### src/rtl/tcm_pkg.sv
`default_nettype none

package tcm_pkg;

    // Trend divider: |dAlt| * 1000 fits 34 bits, the time span 32 bits.
    localparam int NUM_W  = 34;
    localparam int DEN_W  = 32;
    localparam int QCNT_W = 6;

    localparam logic [9:0] MS_PER_S = 10'd1000;

    localparam logic [NUM_W-1:0] TREND_POS_LIM = 34'd8388607;
    localparam logic [NUM_W-1:0] TREND_NEG_LIM = 34'd8388608;
    localparam logic [23:0] TREND_MAX = 24'h7FFFFF;
    localparam logic [23:0] TREND_MIN = 24'h800000;

    localparam logic [2:0] ST_NO_POS  = 3'd0;
    localparam logic [2:0] ST_NO_TERR = 3'd1;
    localparam logic [2:0] ST_CLEAR   = 3'd2;
    localparam logic [2:0] ST_CAUTION = 3'd3;
    localparam logic [2:0] ST_WARNING = 3'd4;

    localparam logic REG_WARNING = 1'b0;
    localparam logic REG_CAUTION = 1'b1;

endpackage

`default_nettype wire

### src/rtl/tcm_ram.sv
`default_nettype none

module tcm_ram #(
    parameter int WIDTH = 56,
    parameter int DEPTH = 30
) (
    input  wire logic                     i_clk,
    input  wire logic                     i_we,
    input  wire logic [$clog2(DEPTH)-1:0] i_waddr,
    input  wire logic [WIDTH-1:0]         i_wdata,
    input  wire logic                     i_re,
    input  wire logic [$clog2(DEPTH)-1:0] i_raddr,
    output logic      [WIDTH-1:0]         o_rdata
);

    logic [WIDTH-1:0] r_mem [DEPTH];
    logic [WIDTH-1:0] r_rdata;

    always_ff @(posedge i_clk) begin
        if (i_we) begin
            r_mem[i_waddr] <= i_wdata;
        end
        if (i_re) begin
            r_rdata <= r_mem[i_raddr];
        end
    end

    assign o_rdata = r_rdata;

endmodule

`default_nettype wire

### src/rtl/tcm_div.sv
`default_nettype none

module tcm_div
    import tcm_pkg::*;
(
    input  wire logic             i_clk,
    input  wire logic             i_rst_n,
    input  wire logic             i_start,
    input  wire logic [NUM_W-1:0] i_num,
    input  wire logic [DEN_W-1:0] i_den,
    output logic                  o_done,
    output logic      [NUM_W-1:0] o_quo
);

    localparam logic [QCNT_W-1:0] LAST_STEP = QCNT_W'(NUM_W - 1);

    logic              r_busy;
    logic              r_done;
    logic [QCNT_W-1:0] r_cnt;
    logic [NUM_W-1:0]  r_q;
    logic [DEN_W-1:0]  r_rem;
    logic [DEN_W-1:0]  r_den;

    logic [DEN_W:0]    rem_sh;
    logic [DEN_W:0]    rem_sub;
    logic              fits;

    // One restoring step per cycle; the dividend shifts out of r_q as
    // quotient bits shift in.
    always_comb begin
        rem_sh  = {r_rem, r_q[NUM_W-1]};
        rem_sub = rem_sh - {1'b0, r_den};
        fits    = rem_sh >= {1'b0, r_den};
    end

    always_ff @(posedge i_clk) begin
        if (!i_rst_n) begin
            r_busy <= 1'b0;
            r_done <= 1'b0;
            r_cnt  <= '0;
        end else begin
            r_done <= 1'b0;
            if (i_start) begin
                r_busy <= 1'b1;
                r_cnt  <= '0;
            end else if (r_busy) begin
                r_cnt <= r_cnt + 1'b1;
                if (r_cnt == LAST_STEP) begin
                    r_busy <= 1'b0;
                    r_done <= 1'b1;
                end
            end
        end
    end

    always_ff @(posedge i_clk) begin
        if (i_start) begin
            r_q   <= i_num;
            r_rem <= '0;
            r_den <= i_den;
        end else if (r_busy) begin
            r_q   <= {r_q[NUM_W-2:0], fits};
            r_rem <= fits ? rem_sub[DEN_W-1:0] : rem_sh[DEN_W-1:0];
        end
    end

    assign o_done = r_done;
    assign o_quo  = r_q;

endmodule

`default_nettype wire

### src/rtl/terrain_clearance_monitor.sv
// Terrain clearance monitor. A beat with tuser 0 appends an altitude/time
// sample to a ring of the last WINDOW_DEPTH samples; it leaves the sequencer
// idle and gives no result. A beat with tuser 1 analyzes the current
// position and gives one result beat: height above ground, home-relative
// altitude, the least clearance over the current altitude and the stored
// samples, the oldest-to-newest clearance trend in cm/s and a status: no
// position, no terrain, or clear/caution/warning set by the two APB
// thresholds. When position or terrain is invalid the sequencer goes
// straight to its finish state, from which the result register loads once
// the output is free. Otherwise the ring is read one sample per cycle
// through its single read port. Without a trend (fewer than two samples, or
// a newest timestamp that is not later than the oldest) the sequencer goes
// from the scan through a prep state to the finish state. With a trend, the
// value goes through a radix-2 divider of 34 steps. s_axis_tready is low
// while an analyze is in progress; a finished result waits in the output
// register and does not block further beats until the next result is ready.
`default_nettype none

module terrain_clearance_monitor
    import tcm_pkg::*;
#(
    parameter int WINDOW_DEPTH = 30
) (
    input  wire logic         i_clk,
    input  wire logic         i_rst_n,
    // APB configuration
    input  wire logic         psel,
    input  wire logic         penable,
    input  wire logic         pwrite,
    input  wire logic [2:0]   paddr,
    input  wire logic [31:0]  pwdata,
    output logic      [31:0]  prdata,
    output logic              pready,
    // Input stream
    input  wire logic         s_axis_tvalid,
    output logic              s_axis_tready,
    // tdata, low bit up: sample_altitude_cm[23:0], sample_time_ms[55:24],
    // vehicle_altitude_cm[79:56], terrain_height_cm[103:80],
    // home_altitude_cm[127:104], position_valid[128], terrain_valid[129],
    // home_valid[130], zero fill[135:131]
    input  wire logic [135:0] s_axis_tdata,
    // tuser: cmd (0 append, 1 analyze)
    input  wire logic         s_axis_tuser,
    // Output stream
    output logic              m_axis_tvalid,
    input  wire logic         m_axis_tready,
    // tdata, low bit up: status[2:0], agl_cm[27:3], home_relative_cm[52:28],
    // home_valid_out[53], terrain_height_out_cm[77:54],
    // terrain_valid_out[78], trend_cm_per_s[102:79], min_clearance_cm[127:103]
    output logic      [127:0] m_axis_tdata
);

    localparam int PW = $clog2(WINDOW_DEPTH);
    localparam int CW = $clog2(WINDOW_DEPTH + 1);
    localparam int SW = $clog2(2 * WINDOW_DEPTH);
    localparam int RW = 56;

    localparam logic [PW-1:0] LAST_IDX = PW'(WINDOW_DEPTH - 1);
    localparam logic [CW-1:0] FULL_CNT = CW'(WINDOW_DEPTH);
    localparam logic [SW-1:0] DEPTH_SW = SW'(WINDOW_DEPTH);
    localparam logic [CW-1:0] TWO_CNT  = CW'(2);

    localparam logic [2:0] S_IDLE   = 3'd0;
    localparam logic [2:0] S_SCAN   = 3'd1;
    localparam logic [2:0] S_PREP   = 3'd2;
    localparam logic [2:0] S_MUL    = 3'd3;
    localparam logic [2:0] S_DSTART = 3'd4;
    localparam logic [2:0] S_DWAIT  = 3'd5;
    localparam logic [2:0] S_FIN    = 3'd6;

    // Configuration
    logic [19:0] r_warn_cm;
    logic [19:0] r_caution_cm;

    // Ring control
    logic [PW-1:0] r_wp;
    logic [CW-1:0] r_fill;

    // Sequencer
    logic [2:0]    r_state;
    logic [CW-1:0] r_n;
    logic [CW-1:0] r_cnt;
    logic [PW-1:0] r_idx;
    logic          r_rv;
    logic          r_rfirst;

    // Working set of one analyze
    logic          r_pos_ok;
    logic          r_terr_ok;
    logic          r_home_ok;
    logic [23:0]   r_terr;
    logic [24:0]   r_agl;
    logic [24:0]   r_homerel;
    logic [24:0]   r_minc;
    logic [23:0]   r_trend;
    logic [23:0]   r_first_alt;
    logic [23:0]   r_last_alt;
    logic [31:0]   r_first_t;
    logic [31:0]   r_last_t;
    logic          r_neg;
    logic [24:0]   r_mag;
    logic [DEN_W-1:0] r_den;
    logic [NUM_W-1:0] r_num;

    // Output register
    logic          r_m_valid;
    logic [127:0]  r_m_data;

    // Input fields
    logic [23:0]   in_veh;
    logic [23:0]   in_terr;
    logic [23:0]   in_home;
    logic          in_pos_ok;
    logic          in_terr_ok;
    logic          in_home_ok;

    logic          s_accept;
    logic          do_append;
    logic          cfg_wr;

    logic [SW-1:0] start_raw;
    logic [SW-1:0] start_idx;

    logic          rd_en;
    logic [RW-1:0] rd_data;
    logic [23:0]   rd_alt;
    logic [31:0]   rd_t;
    logic [24:0]   clr;

    logic [24:0]   alt_diff;
    logic          div_done;
    logic [NUM_W-1:0] div_quo;
    logic [23:0]   sat_trend;

    logic          valid_fix;
    logic [2:0]    res_status;
    logic [24:0]   res_agl;
    logic [23:0]   res_trend;
    logic [24:0]   res_minc;
    logic          out_free;

    assign in_veh     = s_axis_tdata[79:56];
    assign in_terr    = s_axis_tdata[103:80];
    assign in_home    = s_axis_tdata[127:104];
    assign in_pos_ok  = s_axis_tdata[128];
    assign in_terr_ok = s_axis_tdata[129];
    assign in_home_ok = s_axis_tdata[130];

    assign s_axis_tready = (r_state == S_IDLE);
    assign s_accept      = s_axis_tvalid && s_axis_tready;
    assign do_append     = s_accept && !s_axis_tuser;

    // ---------------- APB ----------------
    assign pready = 1'b1;
    assign cfg_wr = psel && penable && pwrite && pready;
    assign prdata = (paddr[2] == REG_CAUTION) ? {12'd0, r_caution_cm} : {12'd0, r_warn_cm};

    always_ff @(posedge i_clk) begin
        if (!i_rst_n) begin
            r_warn_cm    <= 20'd2000;
            r_caution_cm <= 20'd5000;
        end else if (cfg_wr) begin
            if (paddr[2] == REG_WARNING) begin
                r_warn_cm <= pwdata[19:0];
            end else begin
                r_caution_cm <= pwdata[19:0];
            end
        end
    end

    // ---------------- Sample ring ----------------
    // Oldest stored sample sits n entries behind the write pointer.
    always_comb begin
        start_raw = SW'(r_wp) + DEPTH_SW - SW'(r_fill);
        start_idx = (start_raw >= DEPTH_SW) ? start_raw - DEPTH_SW : start_raw;
    end

    assign rd_en = (r_state == S_SCAN) && (r_cnt != r_n);

    tcm_ram #(
        .WIDTH (RW),
        .DEPTH (WINDOW_DEPTH)
    ) u_ring (
        .i_clk   (i_clk),
        .i_we    (do_append),
        .i_waddr (r_wp),
        .i_wdata (s_axis_tdata[55:0]),
        .i_re    (rd_en),
        .i_raddr (r_idx),
        .o_rdata (rd_data)
    );

    assign rd_alt = rd_data[23:0];
    assign rd_t   = rd_data[55:24];
    assign clr    = {rd_alt[23], rd_alt} - {r_terr[23], r_terr};

    always_ff @(posedge i_clk) begin
        if (!i_rst_n) begin
            r_wp   <= '0;
            r_fill <= '0;
        end else if (do_append) begin
            r_wp <= (r_wp == LAST_IDX) ? '0 : r_wp + 1'b1;
            if (r_fill != FULL_CNT) begin
                r_fill <= r_fill + 1'b1;
            end
        end
    end

    // ---------------- Trend divider ----------------
    assign alt_diff = {r_last_alt[23], r_last_alt} - {r_first_alt[23], r_first_alt};

    tcm_div u_div (
        .i_clk   (i_clk),
        .i_rst_n (i_rst_n),
        .i_start (r_state == S_DSTART),
        .i_num   (r_num),
        .i_den   (r_den),
        .o_done  (div_done),
        .o_quo   (div_quo)
    );

    // Magnitude division truncates toward zero; the sign goes back on after.
    always_comb begin
        if (!r_neg) begin
            sat_trend = (div_quo > TREND_POS_LIM) ? TREND_MAX : div_quo[23:0];
        end else begin
            sat_trend = (div_quo > TREND_NEG_LIM) ? TREND_MIN : 24'd0 - div_quo[23:0];
        end
    end

    // ---------------- Sequencer ----------------
    always_ff @(posedge i_clk) begin
        if (!i_rst_n) begin
            r_state  <= S_IDLE;
            r_cnt    <= '0;
            r_rv     <= 1'b0;
            r_rfirst <= 1'b0;
        end else begin
            case (r_state)
                S_IDLE: begin
                    if (s_accept && s_axis_tuser) begin
                        r_cnt   <= '0;
                        r_state <= (in_pos_ok && in_terr_ok) ? S_SCAN : S_FIN;
                    end
                end
                S_SCAN: begin
                    r_rv     <= rd_en;
                    r_rfirst <= rd_en && (r_cnt == '0);
                    if (rd_en) begin
                        r_cnt <= r_cnt + 1'b1;
                    end else if (!r_rv) begin
                        r_state <= S_PREP;
                    end
                end
                S_PREP: begin
                    r_state <= ((r_n >= TWO_CNT) && (r_last_t > r_first_t)) ? S_MUL : S_FIN;
                end
                S_MUL: begin
                    r_state <= S_DSTART;
                end
                S_DSTART: begin
                    r_state <= S_DWAIT;
                end
                S_DWAIT: begin
                    if (div_done) begin
                        r_state <= S_FIN;
                    end
                end
                S_FIN: begin
                    if (out_free) begin
                        r_state <= S_IDLE;
                    end
                end
                default: begin
                    r_state <= S_IDLE;
                end
            endcase
        end
    end

    // Datapath registers of one analyze.
    always_ff @(posedge i_clk) begin
        if (s_accept && s_axis_tuser) begin
            r_pos_ok  <= in_pos_ok;
            r_terr_ok <= in_terr_ok;
            r_home_ok <= in_home_ok;
            r_terr    <= in_terr;
            r_agl     <= {in_veh[23], in_veh} - {in_terr[23], in_terr};
            r_minc    <= {in_veh[23], in_veh} - {in_terr[23], in_terr};
            r_homerel <= in_home_ok ? {in_veh[23], in_veh} - {in_home[23], in_home} : 25'd0;
            r_trend   <= '0;
            r_n       <= r_fill;
            r_idx     <= start_idx[PW-1:0];
        end
        if (rd_en) begin
            r_idx <= (r_idx == LAST_IDX) ? '0 : r_idx + 1'b1;
        end
        if ((r_state == S_SCAN) && r_rv) begin
            if ($signed(clr) < $signed(r_minc)) begin
                r_minc <= clr;
            end
            if (r_rfirst) begin
                r_first_alt <= rd_alt;
                r_first_t   <= rd_t;
            end
            r_last_alt <= rd_alt;
            r_last_t   <= rd_t;
        end
        if (r_state == S_PREP) begin
            r_neg <= alt_diff[24];
            r_mag <= alt_diff[24] ? 25'd0 - alt_diff : alt_diff;
            r_den <= r_last_t - r_first_t;
        end
        if (r_state == S_MUL) begin
            r_num <= {9'd0, r_mag} * {24'd0, MS_PER_S};
        end
        if ((r_state == S_DWAIT) && div_done) begin
            r_trend <= sat_trend;
        end
    end

    // ---------------- Result ----------------
    assign valid_fix = r_pos_ok && r_terr_ok;
    assign out_free  = !r_m_valid || m_axis_tready;

    always_comb begin
        if (!r_pos_ok) begin
            res_status = ST_NO_POS;
        end else if (!r_terr_ok) begin
            res_status = ST_NO_TERR;
        end else if ($signed(r_minc) < $signed({5'd0, r_warn_cm})) begin
            res_status = ST_WARNING;
        end else if ($signed(r_minc) < $signed({5'd0, r_caution_cm})) begin
            res_status = ST_CAUTION;
        end else begin
            res_status = ST_CLEAR;
        end
        res_agl   = valid_fix ? r_agl : 25'd0;
        res_trend = valid_fix ? r_trend : 24'd0;
        res_minc  = valid_fix ? r_minc : 25'd0;
    end

    always_ff @(posedge i_clk) begin
        if (!i_rst_n) begin
            r_m_valid <= 1'b0;
        end else if ((r_state == S_FIN) && out_free) begin
            r_m_valid <= 1'b1;
        end else if (m_axis_tready) begin
            r_m_valid <= 1'b0;
        end
    end

    always_ff @(posedge i_clk) begin
        if ((r_state == S_FIN) && out_free) begin
            r_m_data <= {res_minc, res_trend, r_terr_ok, r_terr, r_home_ok,
                         r_homerel, res_agl, res_status};
        end
    end

    assign m_axis_tvalid = r_m_valid;
    assign m_axis_tdata  = r_m_data;

    // ---------------- Checks ----------------
    a_fill_bound: assert property (@(posedge i_clk) disable iff (!i_rst_n)
        r_fill <= FULL_CNT)
        else $error("ring fill count beyond window depth");

    a_wp_bound: assert property (@(posedge i_clk) disable iff (!i_rst_n)
        r_wp <= LAST_IDX)
        else $error("ring write pointer out of range");

    a_scan_bound: assert property (@(posedge i_clk) disable iff (!i_rst_n)
        (r_state == S_SCAN) |-> (r_cnt <= r_n))
        else $error("scan read past stored samples");

    a_div_done: assert property (@(posedge i_clk) disable iff (!i_rst_n)
        div_done |-> (r_state == S_DWAIT))
        else $error("divider finished outside trend wait");

endmodule

`default_nettype wire

### config.mk
export PLATFORM = sky130hd
export DESIGN_NAME = terrain_clearance_monitor
export DESIGN_NICKNAME = d
export VERILOG_FILES = /design/src/rtl/tcm_pkg.sv /design/src/rtl/tcm_ram.sv /design/src/rtl/tcm_div.sv /design/src/rtl/terrain_clearance_monitor.sv
export SDC_FILE = /design/constraint.sdc
export NUM_CORES = 2
export LEC_CHECK = 0
export BUFFER_PORTS_ARGS = -buffer_cell sky130_fd_sc_hd__buf_2
export CAP_MARGIN = 30
export CORE_AREA = 2 2 435 437
export CTS_CLUSTER_DIAMETER = 30
export DETAILED_ROUTE_END_ITERATION = 8
export DIE_AREA = 0 0 437 439
export PLACE_DENSITY = 0.72
export SLEW_MARGIN = 20
export SYNTH_ARGS = -nofsm -noshare
export SYNTH_HDL_FRONTEND = slang
export SYNTH_SLANG_ARGS = --single-unit
### constraint.sdc
create_clock -name i_clk -period 21.4 [get_ports i_clk]
set_input_delay 3.21 -clock i_clk [delete_from_list [all_inputs] [get_ports i_clk]]
set_output_delay 3.21 -clock i_clk [all_outputs]
set_load 0.05 [all_outputs]
## Word level (Yosys, flattened, before mapping)

Memory sizes are Yosys's and may differ from the RTL's. A register that Yosys moved wholly into a read port is not among the register bits.
Cells that the tools add are included.

| storage, ports and cells | value |
|---|---|
| memory bits (writable) | 1680 |
| word-level logic and storage cells | 162 |
| bits in registers | 632 |
| memories | 1 |

Memory list:

| name | depth | bits a word | read ports | clocked after memory_dff | write ports | RTL line | source |
|---|---|---|---|---|---|---|---|
| u_ring.r_mem | 30 | 56 | 1 | 1 | 1 | tcm_ram.sv:16 | `logic [WIDTH-1:0] r_mem [DEPTH];` |

| cells by class | value |
|---|---|
| reduce and logical (&&, ||, !) cells | 33 |
| $mul | 1 |
| eq/ne operators | 17 |
| bitwise gates (word level) | 5 |
| order comparisons | 9 |
| add/subtract/negate cells | 16 |
| muxes and demuxes | 40 |

Operator list:

| operator | count |
|---|---|
| $mux 24 | 6 |
| $sub 24x24->25 | 4 |
| $mux 25 | 3 |
| $mux 34 | 2 |
| $sub 32x32->32 | 2 |
| $lt 25x21->1 | 2 |
| $mux 5 | 7 |
| $gt 34x23->1 const B | 1 |
| $gt 34x24->1 const B | 1 |
| $ge 33x32->1 | 1 |
| $gt 32x32->1 | 1 |
| $mux 32 | 1 |
| $mul 25x7->31 const B | 1 |
| $lt 25x25->1 | 1 |
| $sub 1x25->25 const A | 1 |
| $mux 3 | 8 |
| $sub 1x24->24 const A | 1 |
| $pmux 3 s7 | 1 |
| $add 5x1->5 const B | 4 |
| $mux 20 | 1 |
| $logic_and 1x1->1 | 13 |
| $eq 5x5->1 const B | 2 |
| $mux 1 | 10 |
| $pmux 5 s2 | 1 |
| 25 further kinds | 46 |

## Depth between registers and ports, before layout

| logic depth | value |
|---|---|
| depth in word-level cells | 6 |
| mapped depth | 24 |
| mapped depth without buffers | 23 |

## By module

A second synthesis with hierarchy kept.

| second synthesis, totals | value |
|---|---|
| cell total of the unflattened synthesis | 6659 |
| area total of the unflattened synthesis | 103659.4 um^2 |

Modules (own cells, without submodules):

| module | area an instance (um^2) | instances | seq. area each (um^2) | cells an instance |
|---|---|---|---|---|
| tcm_ram | 65833.1 | 1 | 52130.0 | 3092 |
| terrain_clearance_monitor | 31420.1 | 1 | 14934.3 | 2906 |
| tcm_div | 6406.1 | 1 | 2782.7 | 661 |

## Least setup slack after synthesis

OpenSTA, ideal clock, no wires.

| timing | value |
|---|---|
| kind | input port to flip-flop |
| start | input m_axis_tready |
| end | register r_m_data[0] (netlist: m_axis_tdata[0]), enable pin |
| setup slack | 11.789 ns |
| stages on the path | 2 |
| path buffers | 0 |
| setup time | 0.630 ns |
| data arrival time | 8.981 ns |
| cells stage by stage | nand2b_1 -> nor2b_1 |

| on the way | value |
|---|---|
| cells in the longest elaborated chain, start to end | 2 |

RTL lines:

| element | RTL line | source |
|---|---|---|
| start, declared | terrain_clearance_monitor.sv:46 | `input wire logic m_axis_tready,` |
| $logic_or 1x1->1 | terrain_clearance_monitor.sv:324 | `assign out_free = !r_m_valid \|\| m_axis_tready;` |
| $logic_and 1x1->1 | terrain_clearance_monitor.sv:354 | `if ((r_state == S_FIN) && out_free) begin` |
| end signal, assigned | terrain_clearance_monitor.sv:355 | `r_m_data <= {res_minc, res_trend, r_terr_ok, r_terr, r_home_ok,` |
| end, declared | terrain_clearance_monitor.sv:107 | `logic [127:0] r_m_data;` |

Every way passes these cells.
A chain may end at the register's enable or synchronous reset.

## Final worst setup path

| timing | value |
|---|---|
| start | input paddr[2] |
| end | output prdata[0] |

| on the way | value |
|---|---|
| cells in the longest elaborated chain, start to end | 1 |

RTL lines:

| element | RTL line | source |
|---|---|---|
| start, declared | terrain_clearance_monitor.sv:30 | `input wire logic [2:0] paddr,` |
| $mux 20 | terrain_clearance_monitor.sv:156 | `assign prdata = (paddr[2] == REG_CAUTION) ? {12'd0, r_caution_cm} : {12'd0, r_warn_cm};` |
| end, declared | terrain_clearance_monitor.sv:32 | `output logic [31:0] prdata,` |

Every way passes these cells.

==> run metrics <==
xor and xnor area share after synthesis 0.0168; Slew Limit Headroom 0.292; routed len/inst 26.8 um; count of buffer and inverter cells on the critical path 2; initial antenna violation count 20; Root Driver clkbuf_16; Iteration-0 DRC Markers slightly below 6,000; final net count 7,270; vias in the first global route between 50,000 and 60,000; Layout area overhead 19.1%; CTS resizes 0; CTS tree done; Clock Sinks 2,368; final hold vios 0; total number of yosys warnings 0; power density cells 152 nW/um2; maximum vdd drop ~0.00014 V; port bufs 309; die area 192,000 um2; IO Count about 340; vias per cell 6.06; Final Util 0.653; most frequent CP cell buf_2; Antenna Nets Post-Route 0; skew final 0.0989 ns; RSZ-0062 raised after global routing no; final max-slew violation count 0; Tot Pwr 18.6 mW; final setup TNS 0 ns; top cell type by total area after synthesis edfxtp_1; Syn Inst Count slightly above 6,000; CP endpoint kind output port; critical-path cell list buf_2 -> mux2_2 -> buf_2; sequential fraction of the synthesis area 0.681; Critical Path AT 4.37 ns; first-pass GRT wire length between 300,000 and 400,000 um; Placed Cells 8,742; htree depth 5; Setup Fix Bufs, Post-CTS 0; crit-path leading delay family buffers and inverters; die width 437 um; top cell type's share of synthesized area 0.656; routability cong. 0.959; FMAX 132 MHz; final WL between 200,000 and 300,000 um; Top FF cell, synth edfxtp_1; Clk Latency, worst-skew pair roughly 1 ns; outcome completed; Clock Pin Slew Worst Setup and Hold Paths 0.05 ns; FF/Latch Area 69,800 um2; DPL Wire Length 138,000 um; non-filler cells, final 9,532; Largest stage delay, worst path 0.52 ns; Async SR Flop Fraction 0; layout cells sized above 1 0.255; Worst EP required about 18 ns; post-route minimum period 7.58 ns; crit path kind in -> out; grt total ovfl 0; largest net degree at the start of global routing 143; worst-path maximum fanout 42; top post-synthesis cells by area edfxtp_1, mux4_2, ha_1; post-synthesis cell type count 80; DR pass1 iterations 6; Post-Synth Adder-Cell Area 0.0571; Post-Syn Area per Cell 16.9 um2; FP Rows 159; worst min-delay path category reg -> reg; Hold Buf Count CTS 0; Core Area 187,000 um2; count leader, synth edfxtp_1; Post-route DRC 0; multiplexer share of the synthesized area 0.127; Multi-input gate area 30,500 um2; Synth Area in Simple Gates 0.0461; number of flops mapped to enable cells by yosys 2,242; Max Buffers Root-to-Sink 4; CTS Buf Count 422; slowest CP cell buf_2; Post-synth top cells edfxtp_1, mux4_2, inv_1; die height about 440 um; Max Cap Violations 0; via count between 50,000 and 60,000; leak pwr 43.7 nW; compound-cell area share of the yosys netlist 0.0474; flops & latches, synth approximately 2,400; largest family of logic cells by synthesized area multiplexers; GRT Overall Usage 0.265; Layout fillers 12,400; Critical Path Start Type input port; Setup violations, final 0; initial core utilization 0.549; Tcrit/Tclk final 0.354; synthesized area 103,000 um2; worst-margin pin slew 1.06 ns
routing by layer:
metal,vias up,GRT usage,wire [um]
met2,2849,0.450,129000
met1,29500,0.345,97100
met5,-,0,91
met3,513,0.0475,20600
li1,24900,-,-
met4,14,0.0964,8170
cells in the final DEF (no fill, tap or decap), drive strengths merged, types with 41 or more instances in the layout:
cell      instances
edfxtp         2242
mux4            504
inv             480
clkbuf          472
buf             416
nand2           328
ha              313
nor2            260
a21oi           232
o21ai           171
clkinv          144
xnor2           133
dfxtp           126
mux2            122
fa               97
a21o             86
and3             70
xor2             64
bufinv           60
nand3            55
nand2b           54
clkinvlp         52
nor3             44
nor2b            41
final timing paths:
| path | slack, ns | cells past startpoint | start | to |
|---|---|---|---|---|
| max | 13.82 | 3 | paddr[2] | prdata[0] |
| min | 0.39 | 0 | r_homerel[24]$_SDFFCE_PN0P_ | m_axis_tdata[52]$_DFFE_PP_ |
| max reg2reg | 16.03 | 17 | r_mag[7]$_DFFE_PP_ | r_num[33]$_DFFE_PP_ |
| min reg2reg | 0.39 | 0 | r_homerel[24]$_SDFFCE_PN0P_ | m_axis_tdata[52]$_DFFE_PP_ |
layout make-up:
type / count / share of cell area
Antenna cell: 9 / 0.000184
Clock buffer: 472 / 0.0897
Clock inverter: 299 / 0.0282
Inverter: 437 / 0.0135
Multi-Input combinational cell: 3036 / 0.250
Sequential cell: 2368 / 0.572
Tap cell: 2495 / 0.0256
Timing Repair Buffer: 416 / 0.0211
power breakdown:
group          internal (mW)  switching (mW)
registers               5.67           0.240
logic                   2.75            3.22
clock network           4.41            2.30
logic make-up after synthesis:
group / after synthesis
compound gates: 767
xor+xnor: 197
fa+ha+maj: 410
buf+inv: 662
flops: 2368
mux: 655
other cells: 2
simple gates: 994
registers in the layout, indices dropped and copies added (netlist names), 6 cells and up:
signal	count
r_last_t	32
r_agl	25
u_div.r_den	32
u_ring.o_rdata	56
u_div.o_quo	34
r_homerel	25
u_div.r_cnt	6
r_caution_cm	20
r_last_alt	24
u_div.r_rem	32
r_terr	24
u_ring.r_mem	1680
r_first_alt	24
r_minc	25
r_num	31
r_first_t	32
r_den	32
r_mag	25
r_trend	24
r_warn_cm	20
m_axis_tdata	128
metrics by stage:
step | hold WS [ns] | cell area (um2) | worst slack (ns)
after floorplan | 0.400 | 103000 | 11.79
after global placement | 0.401 | 107000 | 13.84
after detailed placement | 0.405 | 108000 | 13.84
after CTS | 0.389 | 122000 | 13.84
after global routing | 0.397 | 122000 | 13.77
final | 0.391 | 122000 | 13.82
Note: power is estimated with default switching activity, not from simulation.
